===== src/rtl/csfr_pkg.sv =====
`timescale 1ns / 1ps
package csfr_pkg;

  // frame store geometry
  localparam int MAX_FRAME_LEN = 32;
  localparam int POS_W         = $clog2(MAX_FRAME_LEN);
  localparam int CNT_W         = $clog2(MAX_FRAME_LEN + 1);
  localparam int RAM_DEPTH     = 2 * MAX_FRAME_LEN;  // two banks
  localparam int RAM_AW        = $clog2(RAM_DEPTH);

  localparam int BYTE_W   = 8;
  localparam int MINLEN_W = 6;
  localparam int BPOS_W   = 5;

  // configuration register indexes
  localparam int CFG_IDX_W = 2;
  typedef logic [CFG_IDX_W-1:0] cfg_idx_t;
  localparam cfg_idx_t REG_HEAD     = 2'd0;
  localparam cfg_idx_t REG_MIN_LEN  = 2'd1;
  localparam cfg_idx_t REG_KEY_ADDR = 2'd2;

  localparam logic [MINLEN_W-1:0] MIN_LEN_RST = 6'd4;

  // job queue between front and back
  localparam int Q_DEPTH = 2;
  localparam int QPTR_W  = $clog2(Q_DEPTH);
  localparam int QCNT_W  = $clog2(Q_DEPTH + 1);

  // candidate frame: bank holding it, its length, address matched key
  typedef struct packed {
    logic             bank;
    logic [CNT_W-1:0] len;
    logic             key_hit;
  } job_t;

  // bank handed back from back end to front end
  typedef struct packed {
    logic vld;
    logic bank;
  } rel_t;

endpackage


===== src/rtl/csfr_ram.sv =====
`timescale 1ns / 1ps
module csfr_ram #(
  parameter int WIDTH = 8,
  parameter int DEPTH = 64
) (
  input  logic                     clk,
  input  logic                     wr_en,
  input  logic [$clog2(DEPTH)-1:0] wr_addr,
  input  logic [WIDTH-1:0]         wr_data,
  input  logic                     rd_en,
  input  logic [$clog2(DEPTH)-1:0] rd_addr,
  output logic [WIDTH-1:0]         rd_data
);

  logic [WIDTH-1:0] mem [DEPTH];

  always_ff @(posedge clk) begin
    if (wr_en) begin
      mem[wr_addr] <= wr_data;
    end
    if (rd_en) begin
      rd_data <= mem[rd_addr];
    end
  end

endmodule


===== src/rtl/csfr_front.sv =====
`timescale 1ns / 1ps
module csfr_front (
  input  logic                            clk,
  input  logic                            rst_n,
  input  logic                            in_valid,
  output logic                            in_stall,
  input  logic [csfr_pkg::BYTE_W-1:0]     in_rx_byte,
  input  logic [csfr_pkg::BYTE_W-1:0]     head_byte,
  input  logic [csfr_pkg::MINLEN_W-1:0]   min_length,
  input  logic [csfr_pkg::BYTE_W-1:0]     key_address,
  output logic                            wr_en,
  output logic [csfr_pkg::RAM_AW-1:0]     wr_addr,
  output logic [csfr_pkg::BYTE_W-1:0]     wr_data,
  output logic                            push,
  output csfr_pkg::job_t                  push_job,
  input  csfr_pkg::rel_t                  rel
);
  import csfr_pkg::*;

  localparam logic [POS_W-1:0] POS_ADDR = POS_W'(1);
  localparam logic [POS_W-1:0] POS_LEN  = POS_W'(2);

  logic              active_r, active_nxt;
  logic [CNT_W-1:0]  count_r, count_nxt;
  logic [BYTE_W-1:0] len_r, len_nxt;
  logic [BYTE_W-1:0] addr_r, addr_nxt;
  logic              wbank_r, wbank_nxt;
  logic [1:0]        busy_r, busy_nxt;

  logic              accept;
  logic [POS_W-1:0]  wr_pos;
  logic              frame_done;
  logic [BYTE_W-1:0] min_ext;

  assign in_stall = busy_r[wbank_r];
  assign accept   = in_valid && !in_stall;
  assign min_ext  = BYTE_W'(min_length);
  assign wr_addr  = {wbank_r, wr_pos};
  assign wr_data  = in_rx_byte;

  always_comb begin
    active_nxt = active_r;
    count_nxt  = count_r;
    len_nxt    = len_r;
    addr_nxt   = addr_r;
    wbank_nxt  = wbank_r;
    wr_en      = 1'b0;
    wr_pos     = '0;
    push       = 1'b0;
    push_job   = '0;
    frame_done = 1'b0;
    if (accept) begin
      if (in_rx_byte == head_byte && !active_r) begin
        active_nxt = 1'b1;
        count_nxt  = CNT_W'(1);
        len_nxt    = min_ext;
        wr_en      = 1'b1;
      end else if (count_r == CNT_W'(2)) begin
        wr_en     = 1'b1;
        wr_pos    = POS_LEN;
        count_nxt = CNT_W'(3);
        len_nxt   = in_rx_byte;
        if (in_rx_byte > BYTE_W'(MAX_FRAME_LEN) || in_rx_byte < min_ext) begin
          len_nxt    = min_ext;
          count_nxt  = '0;
          active_nxt = 1'b0;
        end
      end else if (active_r && count_r < CNT_W'(MAX_FRAME_LEN)) begin
        wr_en     = 1'b1;
        wr_pos    = count_r[POS_W-1:0];
        count_nxt = count_r + CNT_W'(1);
        if (count_r[POS_W-1:0] == POS_ADDR) begin
          addr_nxt = in_rx_byte;
        end
      end

      frame_done = (count_nxt >= CNT_W'(MAX_FRAME_LEN) || BYTE_W'(count_nxt) >= len_nxt)
                   && BYTE_W'(count_nxt) > min_ext;
      if (frame_done) begin
        // length must address a real entry; checksum is judged downstream
        if (len_nxt != '0 && len_nxt <= BYTE_W'(MAX_FRAME_LEN)) begin
          push             = 1'b1;
          push_job.bank    = wbank_r;
          push_job.len     = CNT_W'(len_nxt);
          push_job.key_hit = (addr_nxt == key_address);
          wbank_nxt        = ~wbank_r;
        end
        count_nxt  = '0;
        active_nxt = 1'b0;
      end
    end
  end

  always_comb begin
    busy_nxt = busy_r;
    if (push) begin
      busy_nxt[wbank_r] = 1'b1;
    end
    if (rel.vld) begin
      busy_nxt[rel.bank] = 1'b0;
    end
  end

  always_ff @(posedge clk) begin
    if (!rst_n) begin
      active_r <= 1'b0;
      count_r  <= '0;
      wbank_r  <= 1'b0;
      busy_r   <= '0;
    end else begin
      active_r <= active_nxt;
      count_r  <= count_nxt;
      wbank_r  <= wbank_nxt;
      busy_r   <= busy_nxt;
    end
  end

  // len_r mirrors store entry 2, addr_r store entry 1
  always_ff @(posedge clk) begin
    len_r  <= len_nxt;
    addr_r <= addr_nxt;
  end

`ifndef NO_ASSERTIONS
  a_push_free_bank: assert property (@(posedge clk) disable iff (!rst_n)
    push |-> !busy_r[wbank_r])
    else $error("frame pushed into a bank still held by the back end");

  a_idle_count: assert property (@(posedge clk) disable iff (!rst_n)
    !active_r |-> count_r == '0)
    else $error("byte count left non-zero outside a frame");
`endif

endmodule


===== src/rtl/csfr_queue.sv =====
`timescale 1ns / 1ps
module csfr_queue (
  input  logic           clk,
  input  logic           rst_n,
  input  logic           push,
  input  csfr_pkg::job_t push_job,
  input  logic           pop,
  output logic           q_valid,
  output csfr_pkg::job_t head_job
);
  import csfr_pkg::*;

  job_t              q_mem_r [Q_DEPTH];
  logic [QPTR_W-1:0] wr_ptr_r, wr_ptr_nxt;
  logic [QPTR_W-1:0] rd_ptr_r, rd_ptr_nxt;
  logic [QCNT_W-1:0] cnt_r, cnt_nxt;
  logic              full;

  assign q_valid  = cnt_r != '0;
  assign full     = cnt_r == QCNT_W'(Q_DEPTH);
  assign head_job = q_mem_r[rd_ptr_r];

  always_comb begin
    wr_ptr_nxt = wr_ptr_r;
    rd_ptr_nxt = rd_ptr_r;
    cnt_nxt    = cnt_r;
    if (push) begin
      wr_ptr_nxt = (wr_ptr_r == QPTR_W'(Q_DEPTH - 1)) ? '0 : wr_ptr_r + QPTR_W'(1);
    end
    if (pop) begin
      rd_ptr_nxt = (rd_ptr_r == QPTR_W'(Q_DEPTH - 1)) ? '0 : rd_ptr_r + QPTR_W'(1);
    end
    if (push && !pop) begin
      cnt_nxt = cnt_r + QCNT_W'(1);
    end else if (pop && !push) begin
      cnt_nxt = cnt_r - QCNT_W'(1);
    end
  end

  always_ff @(posedge clk) begin
    if (!rst_n) begin
      wr_ptr_r <= '0;
      rd_ptr_r <= '0;
      cnt_r    <= '0;
    end else begin
      wr_ptr_r <= wr_ptr_nxt;
      rd_ptr_r <= rd_ptr_nxt;
      cnt_r    <= cnt_nxt;
    end
  end

  always_ff @(posedge clk) begin
    if (push) begin
      q_mem_r[wr_ptr_r] <= push_job;
    end
  end

`ifndef NO_ASSERTIONS
  a_no_overflow: assert property (@(posedge clk) disable iff (!rst_n)
    push |-> !full)
    else $error("job queue overflow");
`endif

endmodule


===== src/rtl/csfr_back.sv =====
`timescale 1ns / 1ps
module csfr_back (
  input  logic                          clk,
  input  logic                          rst_n,
  input  logic                          q_valid,
  input  csfr_pkg::job_t                head_job,
  output logic                          pop,
  output logic                          rd_en,
  output logic [csfr_pkg::RAM_AW-1:0]   rd_addr,
  input  logic [csfr_pkg::BYTE_W-1:0]   rd_data,
  output csfr_pkg::rel_t                rel,
  output logic                          out_valid,
  input  logic                          out_stall,
  output logic [csfr_pkg::BYTE_W-1:0]   out_frame_byte,
  output logic [csfr_pkg::BPOS_W-1:0]   out_byte_pos,
  output logic                          out_last,
  output logic                          out_key_pressed
);
  import csfr_pkg::*;

  typedef enum logic [3:0] {
    ST_IDLE = 4'b0001,
    ST_SUM  = 4'b0010,
    ST_RD   = 4'b0100,
    ST_LD   = 4'b1000
  } back_state_t;

  back_state_t       state_r, state_nxt;
  job_t              job_r, job_nxt;
  logic [CNT_W-1:0]  iss_r, iss_nxt;
  logic              dvalid_r, dvalid_nxt;
  logic [POS_W-1:0]  dpos_r, dpos_nxt;
  logic [BYTE_W-1:0] sum_r, sum_nxt;
  logic [POS_W-1:0]  idx_r, idx_nxt;
  logic              key_flag_r, key_flag_nxt;

  logic              out_valid_r, out_valid_nxt;
  logic [BYTE_W-1:0] out_byte_r, out_byte_nxt;
  logic [BPOS_W-1:0] out_pos_r, out_pos_nxt;
  logic              out_last_r, out_last_nxt;
  logic              out_key_r, out_key_nxt;

  logic [CNT_W-1:0]  len_m1;
  logic [POS_W-1:0]  last_pos;
  logic [POS_W-1:0]  rd_pos;
  logic              slot_free;

  assign len_m1    = job_r.len - CNT_W'(1);
  assign last_pos  = len_m1[POS_W-1:0];
  assign slot_free = !out_valid_r || !out_stall;
  assign rd_addr   = {job_r.bank, rd_pos};

  always_comb begin
    state_nxt     = state_r;
    job_nxt       = job_r;
    iss_nxt       = iss_r;
    dvalid_nxt    = 1'b0;
    dpos_nxt      = dpos_r;
    sum_nxt       = sum_r;
    idx_nxt       = idx_r;
    key_flag_nxt  = key_flag_r;
    pop           = 1'b0;
    rd_en         = 1'b0;
    rd_pos        = '0;
    rel           = '0;
    out_valid_nxt = out_valid_r && out_stall;
    out_byte_nxt  = out_byte_r;
    out_pos_nxt   = out_pos_r;
    out_last_nxt  = out_last_r;
    out_key_nxt   = out_key_r;

    case (state_r)
      ST_IDLE: begin
        if (q_valid) begin
          pop       = 1'b1;
          job_nxt   = head_job;
          iss_nxt   = '0;
          sum_nxt   = '0;
          state_nxt = ST_SUM;
        end
      end
      ST_SUM: begin
        // stream the frame through the adder, one entry a cycle; the last entry is the checksum compared
        if (iss_r < job_r.len) begin
          rd_en      = 1'b1;
          rd_pos     = iss_r[POS_W-1:0];
          iss_nxt    = iss_r + CNT_W'(1);
          dvalid_nxt = 1'b1;
          dpos_nxt   = iss_r[POS_W-1:0];
        end
        if (dvalid_r) begin
          if (dpos_r == last_pos) begin
            if (sum_r == rd_data) begin
              key_flag_nxt = key_flag_r | job_r.key_hit;
              idx_nxt      = '0;
              state_nxt    = ST_RD;
            end else begin
              rel.vld   = 1'b1;
              rel.bank  = job_r.bank;
              state_nxt = ST_IDLE;
            end
          end else begin
            sum_nxt = sum_r + rd_data;
          end
        end
      end
      ST_RD: begin
        rd_en     = 1'b1;
        rd_pos    = idx_r;
        state_nxt = ST_LD;
      end
      ST_LD: begin
        if (slot_free) begin
          out_valid_nxt = 1'b1;
          out_byte_nxt  = rd_data;
          out_pos_nxt   = BPOS_W'(idx_r);
          out_last_nxt  = (idx_r == last_pos);
          out_key_nxt   = key_flag_r;
          if (idx_r == last_pos) begin
            rel.vld   = 1'b1;
            rel.bank  = job_r.bank;
            state_nxt = ST_IDLE;
          end else begin
            idx_nxt   = idx_r + POS_W'(1);
            state_nxt = ST_RD;
          end
        end
      end
      default: begin
        state_nxt = ST_IDLE;
      end
    endcase
  end

  always_ff @(posedge clk) begin
    if (!rst_n) begin
      state_r     <= ST_IDLE;
      dvalid_r    <= 1'b0;
      key_flag_r  <= 1'b0;
      out_valid_r <= 1'b0;
    end else begin
      state_r     <= state_nxt;
      dvalid_r    <= dvalid_nxt;
      key_flag_r  <= key_flag_nxt;
      out_valid_r <= out_valid_nxt;
    end
  end

  always_ff @(posedge clk) begin
    job_r      <= job_nxt;
    iss_r      <= iss_nxt;
    dpos_r     <= dpos_nxt;
    sum_r      <= sum_nxt;
    idx_r      <= idx_nxt;
    out_byte_r <= out_byte_nxt;
    out_pos_r  <= out_pos_nxt;
    out_last_r <= out_last_nxt;
    out_key_r  <= out_key_nxt;
  end

  assign out_valid       = out_valid_r;
  assign out_frame_byte  = out_byte_r;
  assign out_byte_pos    = out_pos_r;
  assign out_last        = out_last_r;
  assign out_key_pressed = out_key_r;

`ifndef NO_ASSERTIONS
  a_rel_ends_job: assert property (@(posedge clk) disable iff (!rst_n)
    rel.vld |=> state_r == ST_IDLE)
    else $error("bank released while the job carries on");
`endif

endmodule


===== src/rtl/checksum_frame_receiver.sv =====
`timescale 1ns / 1ps
// Path: once its closing byte is taken, a good frame passes the queue hop, the
//   checksum pass, a store read and the load before its first beat is presented.
// Throughput: one input beat a cycle while a free store bank exists; replay
//   does a store read, then the output load, per output beat; out_stall holds the load.
// Reset: rst_n synchronous, active low; resets configuration, clears control
//   state. The frame store is not cleared: entries are read only once written.
module checksum_frame_receiver (
  input  logic                          clk,
  input  logic                          rst_n,
  // received bytes
  input  logic                          in_valid,
  output logic                          in_stall,
  input  logic [csfr_pkg::BYTE_W-1:0]   in_rx_byte,
  // accepted frame, one beat per byte
  output logic                          out_valid,
  input  logic                          out_stall,
  output logic [csfr_pkg::BYTE_W-1:0]   out_frame_byte,
  output logic [csfr_pkg::BPOS_W-1:0]   out_byte_pos,
  output logic                          out_last,
  output logic                          out_key_pressed,
  // register writes
  input  logic                          cfg_wr_en,
  input  logic [csfr_pkg::CFG_IDX_W-1:0] cfg_index,
  input  logic [csfr_pkg::BYTE_W-1:0]   cfg_wdata
);
  import csfr_pkg::*;

  // configuration registers
  logic [BYTE_W-1:0]   head_r;
  logic [MINLEN_W-1:0] min_len_r;
  logic [BYTE_W-1:0]   key_addr_r;

  // front end store writes, back end store reads
  logic              wr_en;
  logic [RAM_AW-1:0] wr_addr;
  logic [BYTE_W-1:0] wr_data;
  logic              rd_en;
  logic [RAM_AW-1:0] rd_addr;
  logic [BYTE_W-1:0] rd_data;

  // job hand-over
  logic push;
  job_t push_job;
  logic pop;
  logic q_valid;
  job_t head_job;
  rel_t rel;

  // writes to an unlisted index are dropped
  always_ff @(posedge clk) begin
    if (!rst_n) begin
      head_r     <= '0;
      min_len_r  <= MIN_LEN_RST;
      key_addr_r <= '0;
    end else if (cfg_wr_en) begin
      case (cfg_index)
        REG_HEAD:     head_r     <= cfg_wdata;
        REG_MIN_LEN:  min_len_r  <= cfg_wdata[MINLEN_W-1:0];
        REG_KEY_ADDR: key_addr_r <= cfg_wdata;
        default: ;
      endcase
    end
  end

  // front: hunts for the head, checks the length, fills one of two banks
  csfr_front u_front (
    .clk         (clk),
    .rst_n       (rst_n),
    .in_valid    (in_valid),
    .in_stall    (in_stall),
    .in_rx_byte  (in_rx_byte),
    .head_byte   (head_r),
    .min_length  (min_len_r),
    .key_address (key_addr_r),
    .wr_en       (wr_en),
    .wr_addr     (wr_addr),
    .wr_data     (wr_data),
    .push        (push),
    .push_job    (push_job),
    .rel         (rel)
  );

  // frame store: bank select in the top address bit
  csfr_ram #(
    .WIDTH (BYTE_W),
    .DEPTH (RAM_DEPTH)
  ) u_store (
    .clk     (clk),
    .wr_en   (wr_en),
    .wr_addr (wr_addr),
    .wr_data (wr_data),
    .rd_en   (rd_en),
    .rd_addr (rd_addr),
    .rd_data (rd_data)
  );

  // completed frames awaiting the checksum pass
  csfr_queue u_queue (
    .clk      (clk),
    .rst_n    (rst_n),
    .push     (push),
    .push_job (push_job),
    .pop      (pop),
    .q_valid  (q_valid),
    .head_job (head_job)
  );

  // back: verifies the sum, updates the key flag, replays good frames
  csfr_back u_back (
    .clk             (clk),
    .rst_n           (rst_n),
    .q_valid         (q_valid),
    .head_job        (head_job),
    .pop             (pop),
    .rd_en           (rd_en),
    .rd_addr         (rd_addr),
    .rd_data         (rd_data),
    .rel             (rel),
    .out_valid       (out_valid),
    .out_stall       (out_stall),
    .out_frame_byte  (out_frame_byte),
    .out_byte_pos    (out_byte_pos),
    .out_last        (out_last),
    .out_key_pressed (out_key_pressed)
  );

endmodule

===== config.mk =====
export PLATFORM = sky130hd
export DESIGN_NAME = checksum_frame_receiver
export DESIGN_NICKNAME = d
export VERILOG_FILES = /design/src/rtl/csfr_pkg.sv /design/src/rtl/csfr_ram.sv /design/src/rtl/csfr_front.sv /design/src/rtl/csfr_queue.sv /design/src/rtl/csfr_back.sv /design/src/rtl/checksum_frame_receiver.sv
export SDC_FILE = /design/constraint.sdc
export NUM_CORES = 1
export LEC_CHECK = 0
export BUFFER_PORTS_ARGS = -buffer_cell sky130_fd_sc_hd__buf_2
export CAP_MARGIN = 20
export CORE_MARGIN = 8
export CORE_UTILIZATION = 65
export DETAILED_ROUTE_END_ITERATION = 7
export GPL_TIMING_DRIVEN = 0
export PLACE_DENSITY = 0.82
export SKIP_LAST_GASP = 1
export SLEW_MARGIN = 20
export SYNTH_ARGS = -nofsm -noshare
export SYNTH_HDL_FRONTEND = slang
export SYNTH_HIERARCHICAL = 1
export SYNTH_SLANG_ARGS = --single-unit

===== constraint.sdc =====
create_clock -name clk -period 11.3 [get_ports clk]
set_clock_uncertainty 0.15 [all_clocks]
set_input_delay 3.39 -clock clk [delete_from_list [all_inputs] [get_ports clk]]
set_output_delay 3.39 -clock clk [all_outputs]
set_load 0.1 [all_outputs]

==> impl_results.md <==
* Run status: complete, no violations
* Max Root-Sink Buffers at 3
* Clk network pwr share at 36.7%
* Worst R2R Path Depth at 17
* Number of synthesized register bits at roughly 640
* # rows at 75
* Hold Path End: u_back/out_key_pressed
* Fin area at approximately 30000 um2
* Reg power frac at between 50 and 60%
* Post-synth EDFFs at between 500 and 600
* Drt first pass iters at 7
* Slew margin rel. at between 20% and 30%
* Crit path cell chain: buf_2 > ha_1 > a211oi_1 > a311o_1 > buf_4 > nor2_1 > a211oi_1 > ha_1 > nand2b_1 > a2111oi_0 > o21bai_1 > a21oi_1 > a2111oi_2 > nand2_2 > inv_2 > nor2b_1
* Synth Cell Area at ~27000 um2
* Post-CTS Setup Repair Bufs at 0
* Netlist cell types at a little over 90
* Levels on crit path at 16
* Crit path max-delay family: compound AO/OA/AOI/OAI gates
* Crit-path max cell delay at around 0.64 ns
* Gr ovfl total at 0
* Worst Path Arrival at between 7 and 8 ns
* Hold bufs inserted after CTS at 0
* CTS tree: done
* Number of gates resized after CTS at 0
* Largest net degree at the start of global routing at 65
* Post-synth ARST share at 0%
* Cell Area, Placed at 28030 um2
* Worst setup margin at 3.731 ns
* Post-route ant nets at 0
* Combinational share of power at 9.4%
* Starting Density at between 60% and 70%
* Cell Pwr Density at 168.9 nW/um2
* Number of global-route vias before repair at 15757
* Final Critical Period at approximately 7.6 ns
* Sw Pwr at around 1.2 mW
* Hold Vio Cnt, Final at 0
* CTS Buf Count at 60
* CTS Root Cell: clkbuf_16
* Max Freq at between 100 and 150 MHz
* Slew Limit Fails at 0
* Yosys warns at 6
* Iteration-0 DRC count of the detailed router at 2172
* Gpl congestion at between 0.9 and 1
* Worst Hold Class: reg -> reg
* Die area at 48550 um2
* Area growth, synth to finish at 9.870%
* Reg2reg end: u_queue/q_mem_r[0][1]
* Final setup violation count at 0
* Total Routing Usage GR at ~28%
* Post-synth top area share at around 66%
* Worst Tran Pin Value at ~1.2 ns
* Setup TNS at 0 ns
* Synth Flop Type: edfxtp_1
* Crit path buf inv count at 3
* Via count at 15571
* Hold depth at 0
* Leak at slightly below 10 nW
* H-tree levels at 2
* Crit start category: input port
* Post-detail-place hpwl at 42630 um
* IO Count at 40
* Dominant cell type by area after synthesis: edfxtp_1
* Max-Cap Viols at 0
* Core Region at about 42000 um2
* Worst-path fanout max at 9
* Final wirelength at 65620 um
* Top cells by area, synth: edfxtp_1 (66%), mux4_2 (8.9%), dfxtp_1 (3.2%), mux2i_1 (2.5%), ha_1 (1.7%)
* Post-synthesis sequential area ratio at between 60% and 70%
* Share of cells above drive strength 1 at about a fifth
* Wire per inst at around 28 um
* Cells after Synth at between 1500 and 2000
* Reg2reg start: min_len_r[1]
* Die Wd at about 220 um
* Worst Hold Launch: u_back/key_flag_r
* Clock Latency Late Sink at between 0.6 and 0.7 ns
* Post-Syn Area per Cell at about 17 um2
* Clock Sinks at about 640
* Register-to-Register Setup Slack at 6.23 ns
* Via/cell ratio at between 6 and 7
* Worst-path clk slew at around 0.060 ns
* Crit share post-route at 66.98%
* Crit path capture type: register
* CP required at 11.38 ns
* RSZ-0062 raised after global routing: no
* Antenna violations before repair at 2
* Setup Crit Path Kind: in -> reg
* Final Power at ~5 mW
* Nets@finish at 1777
* # DRC at 0
* Net Count, Synth at around 1700
* Die height at 220.3 um
* Worst slack, placed at roughly 3.1 ns
* Switch share at a little under a quarter
* Slowest stage cell, crit path: nor2b_1
* Power Internal at around 3.9 mW
* Peak VDD IR at 0.1231 mV
* Port Buf Inserts at 39
* First-pass GRT wire length at approximately 98000 um
[layout make-up]
type,instances,area (um2)
diodes,2,5.005
plain buffers,84,520.5
clock buffers,78,1599
clock inverters,30,181.4
fillers,2572,11750
inverters,42,157.7
multi-input cells,845,7615
flip-flops and latches,643,18870
well taps,539,674.4
repair buffers,40,200.2
[Yosys cell counts, drive strengths merged, types with 6 or more instances]
cell,instances
edfxtp,599
nor2,121
mux4,107
nand2,77
mux2i,69
buf,54
dfxtp,44
inv,40
ha,37
a21oi,36
nand3,31
clkbuf,30
xor2,29
nor3,26
mux2,25
nor2b,24
o21ai,22
a22oi,20
o22ai,20
xnor2,19
nand2b,17
and2,15
a22o,10
and3,10
o21a,9
a211oi,8
nand4,8
nor4,8
a2111oi,7
nand3b,7
o221ai,7
o31ai,6
[layout by cell type, fill, tap and decap left out, types with 22 or more instances in the layout]
cell type,instances
a21oi_1,32
buf_2,62
clkbuf_1,45
clkbuf_16,60
dfxtp_1,44
edfxtp_1,599
ha_1,37
inv_1,37
mux2_2,22
mux2i_1,69
mux4_2,107
nand2_1,75
nand3_1,30
nor2_1,118
nor2b_1,23
xor2_1,29
[routing by layer]
layer / vias to the layer above / GRT usage, % / wire length, um
met5: - / 0 / 13
met1: 7808 / 36.55 / 24350
met3: 221 / 7.586 / 7678
met2: 1006 / 43.21 / 30630
li1: 6534 / - / -
met4: 2 / 11.57 / 2944
[state kept, by name, summed over array words and instances (netlist names), 2 cells and up, named ones only]
signal                 cells
head_r                     8
key_addr_r                 8
min_len_r                  6
u_back/dpos_r              5
u_back/idx_r               5
u_back/iss_r               6
u_back/job_r               7
u_back/out_byte_pos        5
u_back/out_frame_byte      8
u_back/state_r             4
u_back/sum_r               8
u_front/addr_r             8
u_front/busy_r             2
u_front/count_r            6
u_front/len_r              8
u_queue/cnt_r              2
u_queue/q_mem_r           16
u_store/mem              512
u_store/rd_data            8
[worst max-delay path by stage]
| stage | startpoint | end | slack [ns] |
|---|---|---|---|
| global placement | in_rx_byte[5] | u_queue/q_mem_r[0][0] | 3.37 |
| CTS | in_rx_byte[5] | u_queue/q_mem_r[0][1] | 3.79 |
| detailed placement | in_rx_byte[5] | u_queue/q_mem_r[0][0] | 3.15 |
| floorplan | in_rx_byte[1] | u_queue/cnt_r[1] | 4.16 |
| finish | in_rx_byte[5] | u_queue/q_mem_r[0][1] | 3.73 |
| global route | in_rx_byte[5] | u_queue/q_mem_r[0][7] | 3.48 |
[metrics by stage]
| step | utilization [%] | instances | hold WS, ns |
|---|---|---|---|
| after floorplan | - | 1614 | 0.2588 |
| after global placement | 67.38 | 2192 | 0.2736 |
| after detailed placement | 67.43 | 2193 | 0.2932 |
| after CTS | 71.72 | 2301 | 0.3045 |
| after global routing | 71.72 | 2301 | 0.3156 |
| final | 71.74 | 2303 | 0.2993 |
[cells by family (layout without fill, tap and decap cells)]
group,after synthesis,count (layout),share of synthesized area (%)
compound gates,181,181,4.882
xor+xnor,48,48,1.577
fa+ha+maj,38,38,1.779
buf+inv,126,274,2.499
flops,643,643,69.52
mux,201,201,12.46
other cells,0,2,0
simple gates,377,377,7.288
[power by group through the flow]
stage / clock network [mW] / registers [mW] / logic (mW)
6_report: 1.85 / 2.72 / 0.471
5_1_grt: 1.97 / 2.72 / 0.512
4_1_cts: 1.88 / 2.72 / 0.465
3_5_place_dp: 0 / 2.77 / 0.459
3_3_place_gp: 0 / 2.76 / 0.429
2_1_floorplan: 0 / 2.75 / 0.330
Power figures use the tool's default switching activity.
